<file path="src/design/apsfc_pkg.sv">
// shared types, codes and constants of the amplifier power sequencer with fan control
package apsfc_pkg;

   localparam int DutyBits    = 8;
   localparam int ElapsedBits = 22;
   localparam int WaitBits    = 16;

   localparam logic [ElapsedBits-1:0] ElapsedMax = '1;

   // power states, as seen on the power_state field
   typedef enum logic [1:0] {
      PWR_OFF  = 2'd0,
      PWR_MUTE = 2'd1,
      PWR_ON   = 2'd2
   } power_state_type;

   // event codes of the action field
   typedef enum logic [2:0] {
      ACT_TICK      = 3'd0,
      ACT_LINK_UP   = 3'd1,
      ACT_LINK_DOWN = 3'd2,
      ACT_TITLE     = 3'd3,
      ACT_AUDIO     = 3'd4,
      ACT_TEMP      = 3'd5
   } action_type;

   // register indexes of the csr port
   localparam logic [2:0] REG_STANDBY_DELAY = 3'd0;
   localparam logic [2:0] REG_WAKE_DELAY    = 3'd1;
   localparam logic [2:0] REG_MUTE_DELAY    = 3'd2;
   localparam logic [2:0] REG_FAN_OFF_TEMP  = 3'd3;
   localparam logic [2:0] REG_FAN_FULL_TEMP = 3'd4;
   localparam logic [2:0] REG_FAN_MIN_DUTY  = 3'd5;
   localparam logic [2:0] REG_FAN_MAX_DUTY  = 3'd6;

   typedef enum logic [1:0] {
      CTL_IDLE,
      CTL_FAN,
      CTL_RESP
   } ctl_state_type;

   typedef enum logic [2:0] {
      FAN_IDLE,
      FAN_MUL,
      FAN_DIV,
      FAN_FIX,
      FAN_DONE
   } fan_state_type;

   typedef struct packed {
      logic signed [7:0]    off_temp;
      logic signed [7:0]    full_temp;
      logic [DutyBits-1:0]  min_duty;
      logic [DutyBits-1:0]  max_duty;
   } fan_cfg_type;

   typedef struct packed {
      logic                start;
      logic                amp_on;
      logic                fault;
      logic signed [11:0]  temperature;
   } fan_req_type;

   typedef struct packed {
      logic                done;
      logic [DutyBits-1:0] duty;
   } fan_rsp_type;

endpackage

</file>
<file path="src/design/apsfc_if.sv">
// valid/ready channel interfaces: event words, result words and register writes
interface apsfc_req_if;
   logic               valid;
   logic               ready;
   logic [2:0]         action;
   logic signed [11:0] temperature;
   logic               sensor_fault;

   modport source (output valid, action, temperature, sensor_fault, input ready);
   modport sink   (input valid, action, temperature, sensor_fault, output ready);
endinterface

interface apsfc_rsp_if;
   logic        valid;
   logic        ready;
   logic        standby_pin;
   logic        mute_pin;
   logic [1:0]  power_state;
   logic [7:0]  fan_duty;
   logic [15:0] settle_wait_ms;
   logic        last;

   modport source (output valid, standby_pin, mute_pin, power_state, fan_duty,
                   settle_wait_ms, last, input ready);
   modport sink   (input valid, standby_pin, mute_pin, power_state, fan_duty,
                   settle_wait_ms, last, output ready);
endinterface

interface apsfc_csr_if;
   logic        valid;
   logic        ready;
   logic [2:0]  index;
   logic [21:0] data;

   modport source (output valid, index, data, input ready);
   modport sink   (input valid, index, data, output ready);
endinterface

</file>
<file path="src/design/apsfc_fan_map.sv">
// fan duty map: clamp checks, then serial shift-add multiply and restoring divide
module apsfc_fan_map import apsfc_pkg::*; (
   input  logic        clock,
   input  logic        reset,
   input  fan_cfg_type cfg,
   input  fan_req_type req,
   output fan_rsp_type rsp
);

   fan_state_type       state_ff, state_in;
   logic [3:0]          count_ff, count_in;
   logic [15:0]         acc_ff, acc_in;
   logic [7:0]          mcand_ff, mcand_in;
   logic [7:0]          span_ff, span_in;
   logic [7:0]          rem_ff, rem_in;
   logic                neg_ff, neg_in;
   logic [DutyBits-1:0] duty_ff, duty_in;

   logic signed [7:0]   degree;
   logic signed [8:0]   span_s;
   logic [8:0]          rise;
   logic signed [8:0]   delta;
   logic [8:0]          delta_mag;
   logic                below, above, flat, to_zero, early;
   logic [8:0]          mul_sum;
   logic [8:0]          trial;
   logic                fits;
   logic [8:0]          trial_diff;
   logic [7:0]          quot;

   // floor of sixteenths is the arithmetic upper byte
   assign degree    = req.temperature[11:4];
   assign span_s    = {cfg.full_temp[7], cfg.full_temp} - {cfg.off_temp[7], cfg.off_temp};
   assign rise      = {degree[7], degree} - {cfg.off_temp[7], cfg.off_temp};
   assign delta     = {1'b0, cfg.max_duty} - {1'b0, cfg.min_duty};
   assign delta_mag = delta[8] ? (9'd0 - delta) : delta;
   assign below     = degree < cfg.off_temp;
   assign above     = degree > cfg.full_temp;
   assign flat      = span_s <= 9'sd0;
   assign to_zero   = !req.amp_on || req.fault || below;
   assign early     = to_zero || above || flat;

   // one multiplier bit per cycle
   assign mul_sum    = {1'b0, acc_ff[15:8]} + {1'b0, (acc_ff[0] ? mcand_ff : 8'd0)};
   // one quotient bit per cycle
   assign trial      = {rem_ff, acc_ff[15]};
   assign fits       = trial >= {1'b0, span_ff};
   assign trial_diff = trial - {1'b0, span_ff};
   assign quot       = acc_ff[7:0];

   always_comb begin
      state_in = state_ff;
      case (state_ff)
         FAN_IDLE: begin
            if (req.start) state_in = early ? FAN_DONE : FAN_MUL;
         end
         FAN_MUL: begin
            if (count_ff == 4'd7) state_in = FAN_DIV;
         end
         FAN_DIV: begin
            if (count_ff == 4'd15) state_in = FAN_FIX;
         end
         FAN_FIX:  state_in = FAN_DONE;
         FAN_DONE: state_in = FAN_IDLE;
         default:  state_in = FAN_IDLE;
      endcase
   end

   always_comb begin
      count_in = count_ff;
      acc_in   = acc_ff;
      mcand_in = mcand_ff;
      span_in  = span_ff;
      rem_in   = rem_ff;
      neg_in   = neg_ff;
      duty_in  = duty_ff;
      case (state_ff)
         FAN_IDLE: begin
            if (req.start) begin
               duty_in  = to_zero ? '0 : cfg.max_duty;
               acc_in   = {8'd0, rise[7:0]};
               mcand_in = delta_mag[7:0];
               span_in  = span_s[7:0];
               neg_in   = delta[8];
               rem_in   = 8'd0;
               count_in = 4'd0;
            end
         end
         FAN_MUL: begin
            acc_in   = {mul_sum, acc_ff[7:1]};
            count_in = (count_ff == 4'd7) ? 4'd0 : count_ff + 4'd1;
         end
         FAN_DIV: begin
            rem_in   = fits ? trial_diff[7:0] : trial[7:0];
            acc_in   = {acc_ff[14:0], fits};
            count_in = count_ff + 4'd1;
         end
         FAN_FIX: begin
            // quotient is truncated toward zero, sign applied afterwards
            duty_in = cfg.min_duty + (neg_ff ? (8'd0 - quot) : quot);
         end
         default: ;
      endcase
   end

   always_comb begin
      rsp.done = (state_ff == FAN_DONE);
      rsp.duty = duty_ff;
   end

   always_ff @(posedge clock) begin
      if (reset) begin
         state_ff <= FAN_IDLE;
         count_ff <= 4'd0;
      end else begin
         state_ff <= state_in;
         count_ff <= count_in;
      end
   end

   always_ff @(posedge clock) begin
      acc_ff   <= acc_in;
      mcand_ff <= mcand_in;
      span_ff  <= span_in;
      rem_ff   <= rem_in;
      neg_ff   <= neg_in;
      duty_ff  <= duty_in;
   end

endmodule

</file>
<file path="src/design/amp_power_sequencer_fan_ctl.sv">
// amplifier power sequencer with idle timer, pin write sequencing and fan duty map
// timing: an event word shows its first result word in the cycle after acceptance; a temperature
//    word first passes the 8-step multiply and 16-step divide, which a clamped map skips
// flow: one word at a time; the next is taken once the last result word has gone
// reset: registers to their defaults, state mute, timer armed at zero, fan duty zero
module amp_power_sequencer_fan_ctl import apsfc_pkg::*; (
   input  logic        clock,
   input  logic        reset,
   apsfc_req_if.sink   req,
   apsfc_rsp_if.source rsp,
   apsfc_csr_if.sink   csr
);

   // configuration registers
   logic [ElapsedBits-1:0] standby_delay_ff, standby_delay_in;
   logic [WaitBits-1:0]    wake_delay_ff, wake_delay_in;
   logic [WaitBits-1:0]    mute_delay_ff, mute_delay_in;
   fan_cfg_type            fan_cfg_ff, fan_cfg_in;

   // sequencer state
   ctl_state_type          ctl_state_ff, ctl_state_in;
   power_state_type        amp_state_ff, amp_state_in;
   logic [ElapsedBits-1:0] elapsed_ff, elapsed_in;
   logic                   armed_ff, armed_in;
   logic [DutyBits-1:0]    duty_now_ff, duty_now_in;

   // result word register, and the levels of a pending second word
   logic                   rsp_stby_ff, rsp_stby_in;
   logic                   rsp_mute_ff, rsp_mute_in;
   logic [WaitBits-1:0]    rsp_wait_ff, rsp_wait_in;
   logic                   rsp_last_ff, rsp_last_in;
   logic                   next_stby_ff, next_stby_in;
   logic                   next_mute_ff, next_mute_in;

   logic                   req_ready;
   logic                   rsp_valid;
   logic                   req_fire;
   logic                   rsp_fire;
   logic                   csr_fire;
   action_type             action;

   // event decode results
   power_state_type        ev_target;
   logic [ElapsedBits-1:0] ev_elapsed;
   logic [ElapsedBits-1:0] tick_count;
   logic                   ev_armed;

   // pin write plan for the transition
   logic                   first_stby, first_mute, first_last;
   logic [WaitBits-1:0]    first_wait;
   logic                   second_stby, second_mute;

   fan_req_type            fan_req;
   fan_rsp_type            fan_rsp;

   assign req_fire = req.valid && req_ready;
   assign rsp_fire = rsp_valid && rsp.ready;
   assign csr_fire = csr.valid && csr.ready;
   assign action   = action_type'(req.action);

   apsfc_fan_map u_fan_map (
      .clock (clock),
      .reset (reset),
      .cfg   (fan_cfg_ff),
      .req   (fan_req),
      .rsp   (fan_rsp)
   );

   // register writes, taken whenever offered
   always_comb begin
      standby_delay_in = standby_delay_ff;
      wake_delay_in    = wake_delay_ff;
      mute_delay_in    = mute_delay_ff;
      fan_cfg_in       = fan_cfg_ff;
      if (csr_fire) begin
         case (csr.index)
            REG_STANDBY_DELAY: standby_delay_in       = csr.data;
            REG_WAKE_DELAY:    wake_delay_in          = csr.data[15:0];
            REG_MUTE_DELAY:    mute_delay_in          = csr.data[15:0];
            REG_FAN_OFF_TEMP:  fan_cfg_in.off_temp    = csr.data[7:0];
            REG_FAN_FULL_TEMP: fan_cfg_in.full_temp   = csr.data[7:0];
            REG_FAN_MIN_DUTY:  fan_cfg_in.min_duty    = csr.data[7:0];
            REG_FAN_MAX_DUTY:  fan_cfg_in.max_duty    = csr.data[7:0];
            default: ;
         endcase
      end
   end

   // idle timer: saturating count of ticks while armed
   assign tick_count = (elapsed_ff == ElapsedMax) ? elapsed_ff
                                                  : elapsed_ff + {{(ElapsedBits-1){1'b0}}, 1'b1};

   // event decode: target state and timer update
   always_comb begin
      ev_target  = amp_state_ff;
      ev_elapsed = elapsed_ff;
      ev_armed   = armed_ff;
      case (action)
         ACT_TICK: begin
            if (armed_ff) begin
               ev_elapsed = tick_count;
               if (tick_count > standby_delay_ff) begin
                  // step down one state; expiry while off changes nothing
                  if (amp_state_ff == PWR_ON) begin
                     ev_target  = PWR_MUTE;
                     ev_elapsed = '0;
                  end else if (amp_state_ff == PWR_MUTE) begin
                     ev_target  = PWR_OFF;
                     ev_elapsed = '0;
                     ev_armed   = 1'b0;
                  end
               end
            end
         end
         ACT_LINK_UP, ACT_LINK_DOWN: begin
            ev_target  = PWR_MUTE;
            ev_elapsed = '0;
            ev_armed   = 1'b1;
         end
         ACT_TITLE, ACT_AUDIO: begin
            ev_target  = PWR_ON;
            ev_elapsed = '0;
            ev_armed   = 1'b1;
         end
         default: ;   // temperature sample and unused codes keep the state
      endcase
   end

   // pin write plan: waking from off raises standby first, dropping from on
   // to off mutes first; both hold the first levels for the settle wait
   always_comb begin
      first_stby  = (ev_target != PWR_OFF);
      first_mute  = (ev_target == PWR_ON);
      first_wait  = '0;
      first_last  = 1'b1;
      second_stby = 1'b0;
      second_mute = 1'b0;
      if (ev_target != amp_state_ff) begin
         if (amp_state_ff == PWR_OFF) begin
            first_stby  = 1'b1;
            first_mute  = 1'b0;
            first_wait  = wake_delay_ff;
            first_last  = 1'b0;
            second_stby = 1'b1;
            second_mute = (ev_target == PWR_ON);
         end else if (ev_target == PWR_OFF && amp_state_ff == PWR_ON) begin
            first_stby  = 1'b1;
            first_mute  = 1'b0;
            first_wait  = mute_delay_ff;
            first_last  = 1'b0;
            second_stby = 1'b0;
            second_mute = 1'b0;
         end
      end
   end

   // sequencer next state
   always_comb begin
      ctl_state_in = ctl_state_ff;
      case (ctl_state_ff)
         CTL_IDLE: begin
            if (req_fire) ctl_state_in = (action == ACT_TEMP) ? CTL_FAN : CTL_RESP;
         end
         CTL_FAN: begin
            if (fan_rsp.done) ctl_state_in = CTL_RESP;
         end
         CTL_RESP: begin
            if (rsp_fire && rsp_last_ff) ctl_state_in = CTL_IDLE;
         end
         default: ctl_state_in = CTL_IDLE;
      endcase
   end

   // sequencer outputs
   always_comb begin
      req_ready           = (ctl_state_ff == CTL_IDLE);
      rsp_valid           = (ctl_state_ff == CTL_RESP);
      fan_req.start       = (ctl_state_ff == CTL_IDLE) && req.valid && (action == ACT_TEMP);
      fan_req.amp_on      = (amp_state_ff == PWR_ON);
      fan_req.fault       = req.sensor_fault;
      fan_req.temperature = req.temperature;
   end

   // state and result word updates
   always_comb begin
      amp_state_in = amp_state_ff;
      elapsed_in   = elapsed_ff;
      armed_in     = armed_ff;
      duty_now_in  = duty_now_ff;
      rsp_stby_in  = rsp_stby_ff;
      rsp_mute_in  = rsp_mute_ff;
      rsp_wait_in  = rsp_wait_ff;
      rsp_last_in  = rsp_last_ff;
      next_stby_in = next_stby_ff;
      next_mute_in = next_mute_ff;
      if (req_fire) begin
         amp_state_in = ev_target;
         elapsed_in   = ev_elapsed;
         armed_in     = ev_armed;
         rsp_stby_in  = first_stby;
         rsp_mute_in  = first_mute;
         rsp_wait_in  = first_wait;
         rsp_last_in  = first_last;
         next_stby_in = second_stby;
         next_mute_in = second_mute;
      end
      if (ctl_state_ff == CTL_FAN && fan_rsp.done) duty_now_in = fan_rsp.duty;
      // first word taken: the second one moves into the result register
      if (rsp_fire && !rsp_last_ff) begin
         rsp_stby_in = next_stby_ff;
         rsp_mute_in = next_mute_ff;
         rsp_wait_in = '0;
         rsp_last_in = 1'b1;
      end
   end

   assign req.ready          = req_ready;
   assign rsp.valid          = rsp_valid;
   assign rsp.standby_pin    = rsp_stby_ff;
   assign rsp.mute_pin       = rsp_mute_ff;
   assign rsp.power_state    = amp_state_ff;
   assign rsp.fan_duty       = duty_now_ff;
   assign rsp.settle_wait_ms = rsp_wait_ff;
   assign rsp.last           = rsp_last_ff;
   assign csr.ready          = 1'b1;

   always_ff @(posedge clock) begin
      if (reset) begin
         standby_delay_ff     <= 22'd30000;
         wake_delay_ff        <= 16'd100;
         mute_delay_ff        <= 16'd50;
         fan_cfg_ff.off_temp  <= 8'sd40;
         fan_cfg_ff.full_temp <= 8'sd70;
         fan_cfg_ff.min_duty  <= 8'd80;
         fan_cfg_ff.max_duty  <= 8'd255;
         ctl_state_ff         <= CTL_IDLE;
         amp_state_ff         <= PWR_MUTE;
         elapsed_ff           <= '0;
         armed_ff             <= 1'b1;
         duty_now_ff          <= '0;
      end else begin
         standby_delay_ff     <= standby_delay_in;
         wake_delay_ff        <= wake_delay_in;
         mute_delay_ff        <= mute_delay_in;
         fan_cfg_ff           <= fan_cfg_in;
         ctl_state_ff         <= ctl_state_in;
         amp_state_ff         <= amp_state_in;
         elapsed_ff           <= elapsed_in;
         armed_ff             <= armed_in;
         duty_now_ff          <= duty_now_in;
      end
   end

   // result payload, qualified by the sequencer state
   always_ff @(posedge clock) begin
      rsp_stby_ff  <= rsp_stby_in;
      rsp_mute_ff  <= rsp_mute_in;
      rsp_wait_ff  <= rsp_wait_in;
      rsp_last_ff  <= rsp_last_in;
      next_stby_ff <= next_stby_in;
      next_mute_ff <= next_mute_in;
   end

endmodule

</file>
<file path="src/flat_wrapper.sv">
// flat-port wrapper written by rule: the top's interface ports become plain ports
module amp_power_sequencer_fan_ctl_flat import apsfc_pkg::*;
  (clock, reset, req_valid, req_action, req_temperature, req_sensor_fault, req_ready, rsp_valid, rsp_standby_pin, rsp_mute_pin, rsp_power_state, rsp_fan_duty, rsp_settle_wait_ms, rsp_last, rsp_ready, csr_valid, csr_index, csr_data, csr_ready);
  apsfc_req_if req_i ();
  apsfc_rsp_if rsp_i ();
  apsfc_csr_if csr_i ();
  input  logic clock;
  input  logic reset;
  input wire logic [$bits(req_i.valid)-1:0] req_valid;
  input wire logic [$bits(req_i.action)-1:0] req_action;
  input wire logic [$bits(req_i.temperature)-1:0] req_temperature;
  input wire logic [$bits(req_i.sensor_fault)-1:0] req_sensor_fault;
  output wire logic [$bits(req_i.ready)-1:0] req_ready;
  output wire logic [$bits(rsp_i.valid)-1:0] rsp_valid;
  output wire logic [$bits(rsp_i.standby_pin)-1:0] rsp_standby_pin;
  output wire logic [$bits(rsp_i.mute_pin)-1:0] rsp_mute_pin;
  output wire logic [$bits(rsp_i.power_state)-1:0] rsp_power_state;
  output wire logic [$bits(rsp_i.fan_duty)-1:0] rsp_fan_duty;
  output wire logic [$bits(rsp_i.settle_wait_ms)-1:0] rsp_settle_wait_ms;
  output wire logic [$bits(rsp_i.last)-1:0] rsp_last;
  input wire logic [$bits(rsp_i.ready)-1:0] rsp_ready;
  input wire logic [$bits(csr_i.valid)-1:0] csr_valid;
  input wire logic [$bits(csr_i.index)-1:0] csr_index;
  input wire logic [$bits(csr_i.data)-1:0] csr_data;
  output wire logic [$bits(csr_i.ready)-1:0] csr_ready;
  assign req_i.valid = req_valid;
  assign req_i.action = req_action;
  assign req_i.temperature = req_temperature;
  assign req_i.sensor_fault = req_sensor_fault;
  assign req_ready = req_i.ready;
  assign rsp_valid = rsp_i.valid;
  assign rsp_standby_pin = rsp_i.standby_pin;
  assign rsp_mute_pin = rsp_i.mute_pin;
  assign rsp_power_state = rsp_i.power_state;
  assign rsp_fan_duty = rsp_i.fan_duty;
  assign rsp_settle_wait_ms = rsp_i.settle_wait_ms;
  assign rsp_last = rsp_i.last;
  assign rsp_i.ready = rsp_ready;
  assign csr_i.valid = csr_valid;
  assign csr_i.index = csr_index;
  assign csr_i.data = csr_data;
  assign csr_ready = csr_i.ready;
  amp_power_sequencer_fan_ctl u_core (.clock(clock), .reset(reset), .req(req_i), .rsp(rsp_i), .csr(csr_i));
endmodule
</file>
<file path="config.mk">
export PLATFORM = sky130hd
export DESIGN_NAME = amp_power_sequencer_fan_ctl_flat
export DESIGN_NICKNAME = d
export VERILOG_FILES = /design/src/design/apsfc_pkg.sv /design/src/design/apsfc_if.sv /design/src/design/apsfc_fan_map.sv /design/src/design/amp_power_sequencer_fan_ctl.sv /design/src/flat_wrapper.sv
export SDC_FILE = /design/constraint.sdc
export NUM_CORES = 1
export LEC_CHECK = 0
export ABC_AREA = 1
export BUFFER_PORTS_ARGS = -buffer_cell sky130_fd_sc_hd__buf_2
export CORE_MARGIN = 10
export CORE_UTILIZATION = 45
export CTS_BUF_LIST = sky130_fd_sc_hd__clkbuf_2
export DETAILED_ROUTE_END_ITERATION = 6
export HOLD_SLACK_MARGIN = 0.1
export PLACE_DENSITY = 0.71
export SKIP_CTS_REPAIR_TIMING = 1
export SYNTH_ARGS = -nofsm -noshare
export SYNTH_HDL_FRONTEND = slang
export SYNTH_SLANG_ARGS = --single-unit
</file>
<file path="constraint.sdc">
create_clock -name clock -period 3.1 [get_ports clock]
set_clock_uncertainty 0.2 [all_clocks]
set_input_delay 0.465 -clock clock [delete_from_list [all_inputs] [get_ports clock]]
set_output_delay 0.465 -clock clock [all_outputs]
set_load 0.005 [all_outputs]
</file>
### Yosys cells after proc, flatten, opt, wreduce, memory -nomap -nowiden

Index checks and enable logic that the tools add are counted.

| storage, ports and cells | value |
|---|---|
| flip-flop bits (word level) | 198 |
| bits of input ports | 46 |
| output and inout bits | 32 |
| logic and storage cells | 173 |

| cells by class | value |
|---|---|
| add/sub/neg operators | 10 |
| magnitude comparators | 5 |
| eq/ne operators | 31 |
| multiplexer cells | 57 |
| reduce and logical (&&, ||, !) cells | 44 |

Operator list:

| cell | number |
|---|---|
| 2-to-1 mux 22 bit | 5 |
| 2-to-1 mux 16 bit | 4 |
| 2-to-1 mux 8 bit | 7 |
| one-hot mux 16 bit (3 select lines) | 1 |
| one-hot mux 22 bit (2 select lines) | 1 |
| one-hot mux 8 bit (2 select lines) | 2 |
| AND reduction 2 bit | 13 |
| adder 22 x 1 -> 22 bit, second input constant | 1 |
| == test 22 bit, second input constant | 1 |
| > comparator 22 bit | 1 |
| == test 3 x 2 -> 1 bit, second input constant | 6 |
| == test 3 bit, second input constant | 6 |
| 2-to-1 mux 1 bit | 18 |
| subtractor 8 x 8 -> 9 bit | 2 |
| 2-to-1 mux 2 bit | 8 |
| subtractor 1 x 8 -> 8 bit, first input constant | 2 |
| subtractor 8 bit | 2 |
| 2-to-1 mux 3 bit | 4 |
| one-hot mux 2 bit (3 select lines) | 2 |
| one-hot mux 3 bit (4 select lines) | 1 |
| one-hot mux 4 bit (3 select lines) | 1 |
| nonzero test 2 bit | 5 |
| adder 8 x 8 -> 9 bit | 1 |
| == test 3 x 1 -> 1 bit, second input constant | 3 |
| other kinds (24) | 50 |

### Depth between registers and ports, before layout

| logic depth | value |
|---|---|
| depth after elaboration | 13 |
| gate-level depth with buffers | 30 |
| mapped depth without buffers | 30 |

### Cells and area by module

A second synthesis with hierarchy kept.

| unflattened totals | value |
|---|---|
| cells, all modules | 1469 |
| area total of the unflattened synthesis | 10914.2 sq um |

By module, submodules not included:

| module | instances | cells an instance | area each (sq um) | seq. area each (sq um) |
|---|---|---|---|---|
| amp_power_sequencer_fan_ctl | 1 | 823 | 5884.4 | 2562.5 |
| apsfc_fan_map | 1 | 646 | 5029.8 | 1611.5 |

### Worst setup path before layout

Ideal clock, no wire load.

| path | value |
|---|---|
| path type | register to register |
| from | register u_core.elapsed_ff[0] |
| to | register u_core.rsp_wait_ff[10], in the netlist u_core.rsp.settle_wait_ms[10] |
| setup time | 114 ps |
| data arrival time | 2967 ps |
| setup slack | -181 ps |
| stages on the path, launching flop included | 27 |
| buffers on the path | 1 |
| cell sequence | dfxtp_1 -> ha_1 -> nand2_1 -> inv_1 -> nand2_2 -> nor2_4 -> nand4_2 -> nor2_4 -> nand2_4 -> nand2_1 -> nor2_1 -> xor2_1 -> ha_1 -> nand2_1 -> nor2_1 -> nand2_1 -> nor2_1 -> nand4_1 -> nand3_1 -> nand2_1 -> nand3_1 -> nand2_1 -> nand3_2 -> nand3_2 -> buf_4 -> nand3_1 -> nand2_1 |

| on the way | value |
|---|---|
| longest elaborated chain between the ends | 11 |
| elaborated cells between the ends (all ways) | 13 |

RTL lines:

| element | line | RTL |
|---|---|---|
| start, declared | amp_power_sequencer_fan_ctl.sv:23 | `logic [ElapsedBits-1:0] elapsed_ff, elapsed_in;` |
| start signal, assigned | amp_power_sequencer_fan_ctl.sv:248 | `elapsed_ff <= elapsed_in;` |
| adder 22 x 1 -> 22 bit / == test 22 bit (equally long branches) | amp_power_sequencer_fan_ctl.sv:91, amp_power_sequencer_fan_ctl.sv:90 |  |
| 2-to-1 mux 22 bit * | amp_power_sequencer_fan_ctl.sv:90 | `assign tick_count = (elapsed_ff == ElapsedMax) ? elapsed_ff` |
| > comparator 22 bit * | amp_power_sequencer_fan_ctl.sv:102 | `if (tick_count > standby_delay_ff) begin` |
| 2-to-1 mux 2 bit * | amp_power_sequencer_fan_ctl.sv:102 |  |
| 2-to-1 mux 2 bit * | amp_power_sequencer_fan_ctl.sv:100 | `if (armed_ff) begin` |
| one-hot mux 2 bit (3 select lines) * | amp_power_sequencer_fan_ctl.sv:98 | `case (action)` |
| zero test 2 bit | amp_power_sequencer_fan_ctl.sv:146 | `end else if (ev_target == PWR_OFF && amp_state_ff == PWR_ON) begin` |
| logical AND 1 bit | amp_power_sequencer_fan_ctl.sv:146 |  |
| 2-to-1 mux 16 bit | amp_power_sequencer_fan_ctl.sv:146 |  |
| 2-to-1 mux 16 bit | amp_power_sequencer_fan_ctl.sv:139 | `if (amp_state_ff == PWR_OFF) begin` |
| 2-to-1 mux 16 bit * | amp_power_sequencer_fan_ctl.sv:138 | `if (ev_target != amp_state_ff) begin` |
| end signal, assigned | amp_power_sequencer_fan_ctl.sv:258 | `rsp_wait_ff <= rsp_wait_in;` |
| end, declared | amp_power_sequencer_fan_ctl.sv:30 | `logic [WaitBits-1:0] rsp_wait_ff, rsp_wait_in;` |

Every way passes the cells marked *; elsewhere a longest branch is shown, timed or not.
A chain may end at the register's enable or synchronous reset.

### Final worst setup path

| path | value |
|---|---|
| from | register u_core.elapsed_ff[1] |
| to | register u_core.rsp_mute_ff, in the netlist u_core.rsp.mute_pin, data pin |

| on the way | value |
|---|---|
| longest elaborated chain between the ends | 13 |
| elaborated cells between the ends (all ways) | 16 |

RTL lines:

| element | line | RTL |
|---|---|---|
| adder 22 x 1 -> 22 bit / == test 22 bit (equally long branches) | amp_power_sequencer_fan_ctl.sv:91, amp_power_sequencer_fan_ctl.sv:90 |  |
| 2-to-1 mux 22 bit * | amp_power_sequencer_fan_ctl.sv:90 |  |
| > comparator 22 bit * | amp_power_sequencer_fan_ctl.sv:102 |  |
| 2-to-1 mux 2 bit * | amp_power_sequencer_fan_ctl.sv:102 |  |
| 2-to-1 mux 2 bit * | amp_power_sequencer_fan_ctl.sv:100 |  |
| one-hot mux 2 bit (3 select lines) * | amp_power_sequencer_fan_ctl.sv:98 |  |
| zero test 2 bit | amp_power_sequencer_fan_ctl.sv:146 |  |
| logical AND 1 bit | amp_power_sequencer_fan_ctl.sv:146 |  |
| 2-to-1 mux 1 bit | amp_power_sequencer_fan_ctl.sv:146 |  |
| 2-to-1 mux 1 bit | amp_power_sequencer_fan_ctl.sv:139 |  |
| 2-to-1 mux 1 bit * | amp_power_sequencer_fan_ctl.sv:138 |  |
| 2-to-1 mux 1 bit * | amp_power_sequencer_fan_ctl.sv:196 | `if (req_fire) begin` |
| 2-to-1 mux 1 bit * | amp_power_sequencer_fan_ctl.sv:209 | `if (rsp_fire && !rsp_last_ff) begin` |
| named net u_core.rsp_mute_in | amp_power_sequencer_fan_ctl.sv:29 | `logic rsp_mute_ff, rsp_mute_in;` |
| end signal, assigned | amp_power_sequencer_fan_ctl.sv:257 | `rsp_mute_ff <= rsp_mute_in;` |
| end, declared | amp_power_sequencer_fan_ctl.sv:29 |  |

The timed path passes the listed nets; every way through them passes the cells marked *. The select of a mux whose other input is x is not followed.

==> impl_metrics.toml <==
[layout]
final_area_sq_mm = 0.0132
multi_input_area_sq_mm = 0.00590
layout.nets = 1721
final_common_cell = "nand2_1"
final_cells = 1916
syn_to_final_growth_pct = 25.3
ff_latch_area_sq_mm = 0.00419
final_cell_mix = "nand2_1 (263), inv_1 (209), dfxtp_1 (120), nor2_1 (105), a21oi_1 (99)"
fillers = 2053
drive_gt1_share_pct = 20.5

[yosys]
synth_cells = 1389
synth_edf_count = 53
syn_area_sq_mm = 0.0105
yosys.area.top_type = "dfxtp_1"
synth_top_area_share_pct = 24.5
ys_ff_latch = 182
yosysSeqAreaShare_pct = 39.6
synthTopCellsByArea = "dfxtp_1 (24%), edfxtp_1 (15%), nand2_1 (10%)"
synth-main-ff-cell = "dfxtp_1"
syn_nets = 1522
synth_simple_gate_area_share_pct = 21.8
yosys.area_share.xor_xnor_pct = 3.97
synth-compound-area-share_pct = 14.5
synthArstFlopShare_pct = 0
ys_warn_count = 0
synth_area_per_cell_sq_um = 7.59
synth_top_family_by_area = "simple AND/OR/NAND/NOR gates"
ys_types = 51
synthAdderAreaFrac_pct = 10.7
synthMuxAreaShare_pct = 0

[floorplan]
die_area_sq_mm = 0.0300
num_io_pins = 78
initial_core_util_pct = 46.2
die_w_um = 173
num_rows = 55
die_h_um = 173
core_area_sq_mm = 0.0228

[timing]
post-route-period-util_pct = 116
fin_crit_ps = 3600
maxSlewHeadroom_pct = 42.7
fmax_mhz = 278
rsz0062_at_grt = "true"
setup_ws_ps = -501
hold_slack_ps = 112
hold_violations = 0
setup_viol = 46
drv_slew = 0
worst_slew_pin_slew_ps = 859

[pwr]
seqPwrFrac_pct = 56.8
p_clk_share_pct = 28.0
total_power_mw = 4.51
switchingPower_mw = 1.35
swShare_pct = 29.9
pwr-share-comb_pct = 15.2
p_leak_nw = 6.18
ir_drop_mv = 0.237
p_int_mw = 3.16
power_density_mw_per_mm2 = 341

[clocking]
numCtsBuffers = 17
cts_tree = "built"
clockBufferDepth = 2
clkLatencyLatePin_ps = 790
clkSinkCount = 182
clk_pin_slew_worst_paths_ps = 260
cts-htree-levels = 4
cts_root_buffer = "clkbuf_2"

[global_routing]
grt_max_degree = 70
grt_use_total_pct = 17.3
antenna_found_initial = 2
grt-ovfl-total = 0
grt_pass1_wl_mm = 43.2
grt_pass1_vias = 8733

[placement]
dp_slack_ps = -485
place_area_sq_mm = 0.0118
place_congestion = 0.870
port_buffers = 72
dp_hpwl_mm = 20.1
dp.cells = 1814

[routing]
dr.pass1.iters = 6
routed_wl_mm = 28.3
vias_per_cell = 5.09
vias = 9759
wl_per_cell_um = 14.8
ant_nets = 0
drtIter0Drc = 795
drc_errors = 0

[worst_setup_path]
crit_fanout = 6
path_class = "flip-flop to flip-flop"
cp-start-kind = "flip-flop"
cp_data_required_time_ps = 3540
cp.arrival_ps = 4040
endpoint_kind = "flip-flop"

[outcome]
violations = "negative setup slack"
status = "complete, but fails checks"

[worst_hold_path]
min_path_type = "primary input to flip-flop"

[flow_run]
maxCapViolCount = 0
-- power by group through the flow --
stage / clock [mW] / sequential (mW) / combinational (mW)
after floorplan: 0 / 2.60 / 0.401
after global placement: 0 / 2.61 / 0.572
after detailed placement: 0 / 2.61 / 0.585
after CTS: 1.28 / 2.56 / 0.589
after global routing: 1.37 / 2.57 / 0.766
final: 1.26 / 2.56 / 0.684
-- cell usage after synthesis, types with 3 or more instances --
| library cell | n |
|---|---|
| buf_2 | 5 |
| nor3_1 | 21 |
| nand4_1 | 15 |
| nand2_1 | 292 |
| nand3_2 | 3 |
| fa_1 | 6 |
| dfxtp_1 | 129 |
| clkinv_1 | 3 |
| inv_2 | 6 |
| xor2_1 | 36 |
| o211ai_1 | 19 |
| o31ai_1 | 5 |
| ha_1 | 81 |
| o21a_1 | 3 |
| clkbuf_1 | 30 |
| a21oi_1 | 119 |
| o21ai_1 | 3 |
| inv_1 | 216 |
| o21bai_1 | 5 |
| o21ai_0 | 96 |
| nand3_1 | 70 |
| nor2_1 | 113 |
| nor3_2 | 3 |
| edfxtp_1 | 53 |
| xnor2_1 | 10 |
| o221ai_1 | 8 |
| or2_2 | 6 |
-- state kept, by name, summed over array words and instances, names as in the netlist, 2 cells and up --
register and cells:
u_core.u_fan_map.rem_ff 8, u_core.rsp.settle_wait_ms 16, u_core.fan_cfg_ff 32, u_core.u_fan_map.count_ff 4
u_core.rsp.power_state 2, u_core.wake_delay_ff 16, u_core.ctl_state_ff 2, u_core.u_fan_map.state_ff 3
u_core.u_fan_map.mcand_ff 8, u_core.standby_delay_ff 22, u_core.u_fan_map.acc_ff 16, u_core.elapsed_ff 22
u_core.u_fan_map.duty_ff 8, u_core.u_fan_map.span_ff 8, u_core.rsp.fan_duty 8
-- cell families after synthesis --
kind of cell	count (synthesis)
AO/OA/AOI/OAI	273
other	1
buffers and inverters	262
XOR/XNOR	47
adder cells (fa/ha/maj)	87
AND/OR/NAND/NOR	537
flip-flops	182
-- final timing paths --
kind / from / end / slack [ps] / cells past startpoint
max: u_core.elapsed_ff[1] / u_core.rsp.mute_pin / -500 / 26
min: req_action[1] / u_core.armed_ff / 110 / 6
max reg2reg: u_core.elapsed_ff[1] / u_core.rsp.mute_pin / -500 / 26
min reg2reg: u_core.rsp.settle_wait_ms[9] / u_core.rsp.settle_wait_ms[9] / 270 / 2
-- layout make-up --
cell class | count | share of cell area, %
inverters | 225 | 6.43
well taps | 313 | 2.96
repair buffers | 216 | 12.4
flip-flops and latches | 182 | 31.7
diodes | 2 | 0.0379
multi-input cells | 946 | 44.7
clock buffers | 17 | 0.644
clock inverters | 15 | 1.14
-- worst max-delay path, cell delays in order, from the launching register on --
cell	delay (ps)
dfxtp_4	430
ha_4	140
nand2_2	50
inv_2	70
nand2_4	60
nor2_4	130
nand4_4	100
nor2_4	130
nand2_4	110
nand2_4	100
nor2_4	40
xor2_2	170
ha_1	320
nand2_2	110
buf_6	100
a21oi_2	30
nor2_1	130
nand2_1	80
nand2_1	80
nand3_2	130
nand3_2	100
nand2_2	60
nand3_2	110
nand2_2	90
o21ai_2	130
nand3_1	90
o21ai_0	170
-- routing by layer --
metal,GRT usage (%),wire length [um]
met1,23.1,13200
met2,28.0,13400
met3,3.25,1320
met4,4.60,483
met5,0,0
-- per-stage QoR --
step	TNS [ps]	util, %
after detailed placement	-19210	51.5
after CTS	-23510	52.6
after global routing	-29410	57.8
after global placement	-15520	51.5
after floorplan	-1200	-
final	-19960	57.8
Power figures use the tool's default switching activity.
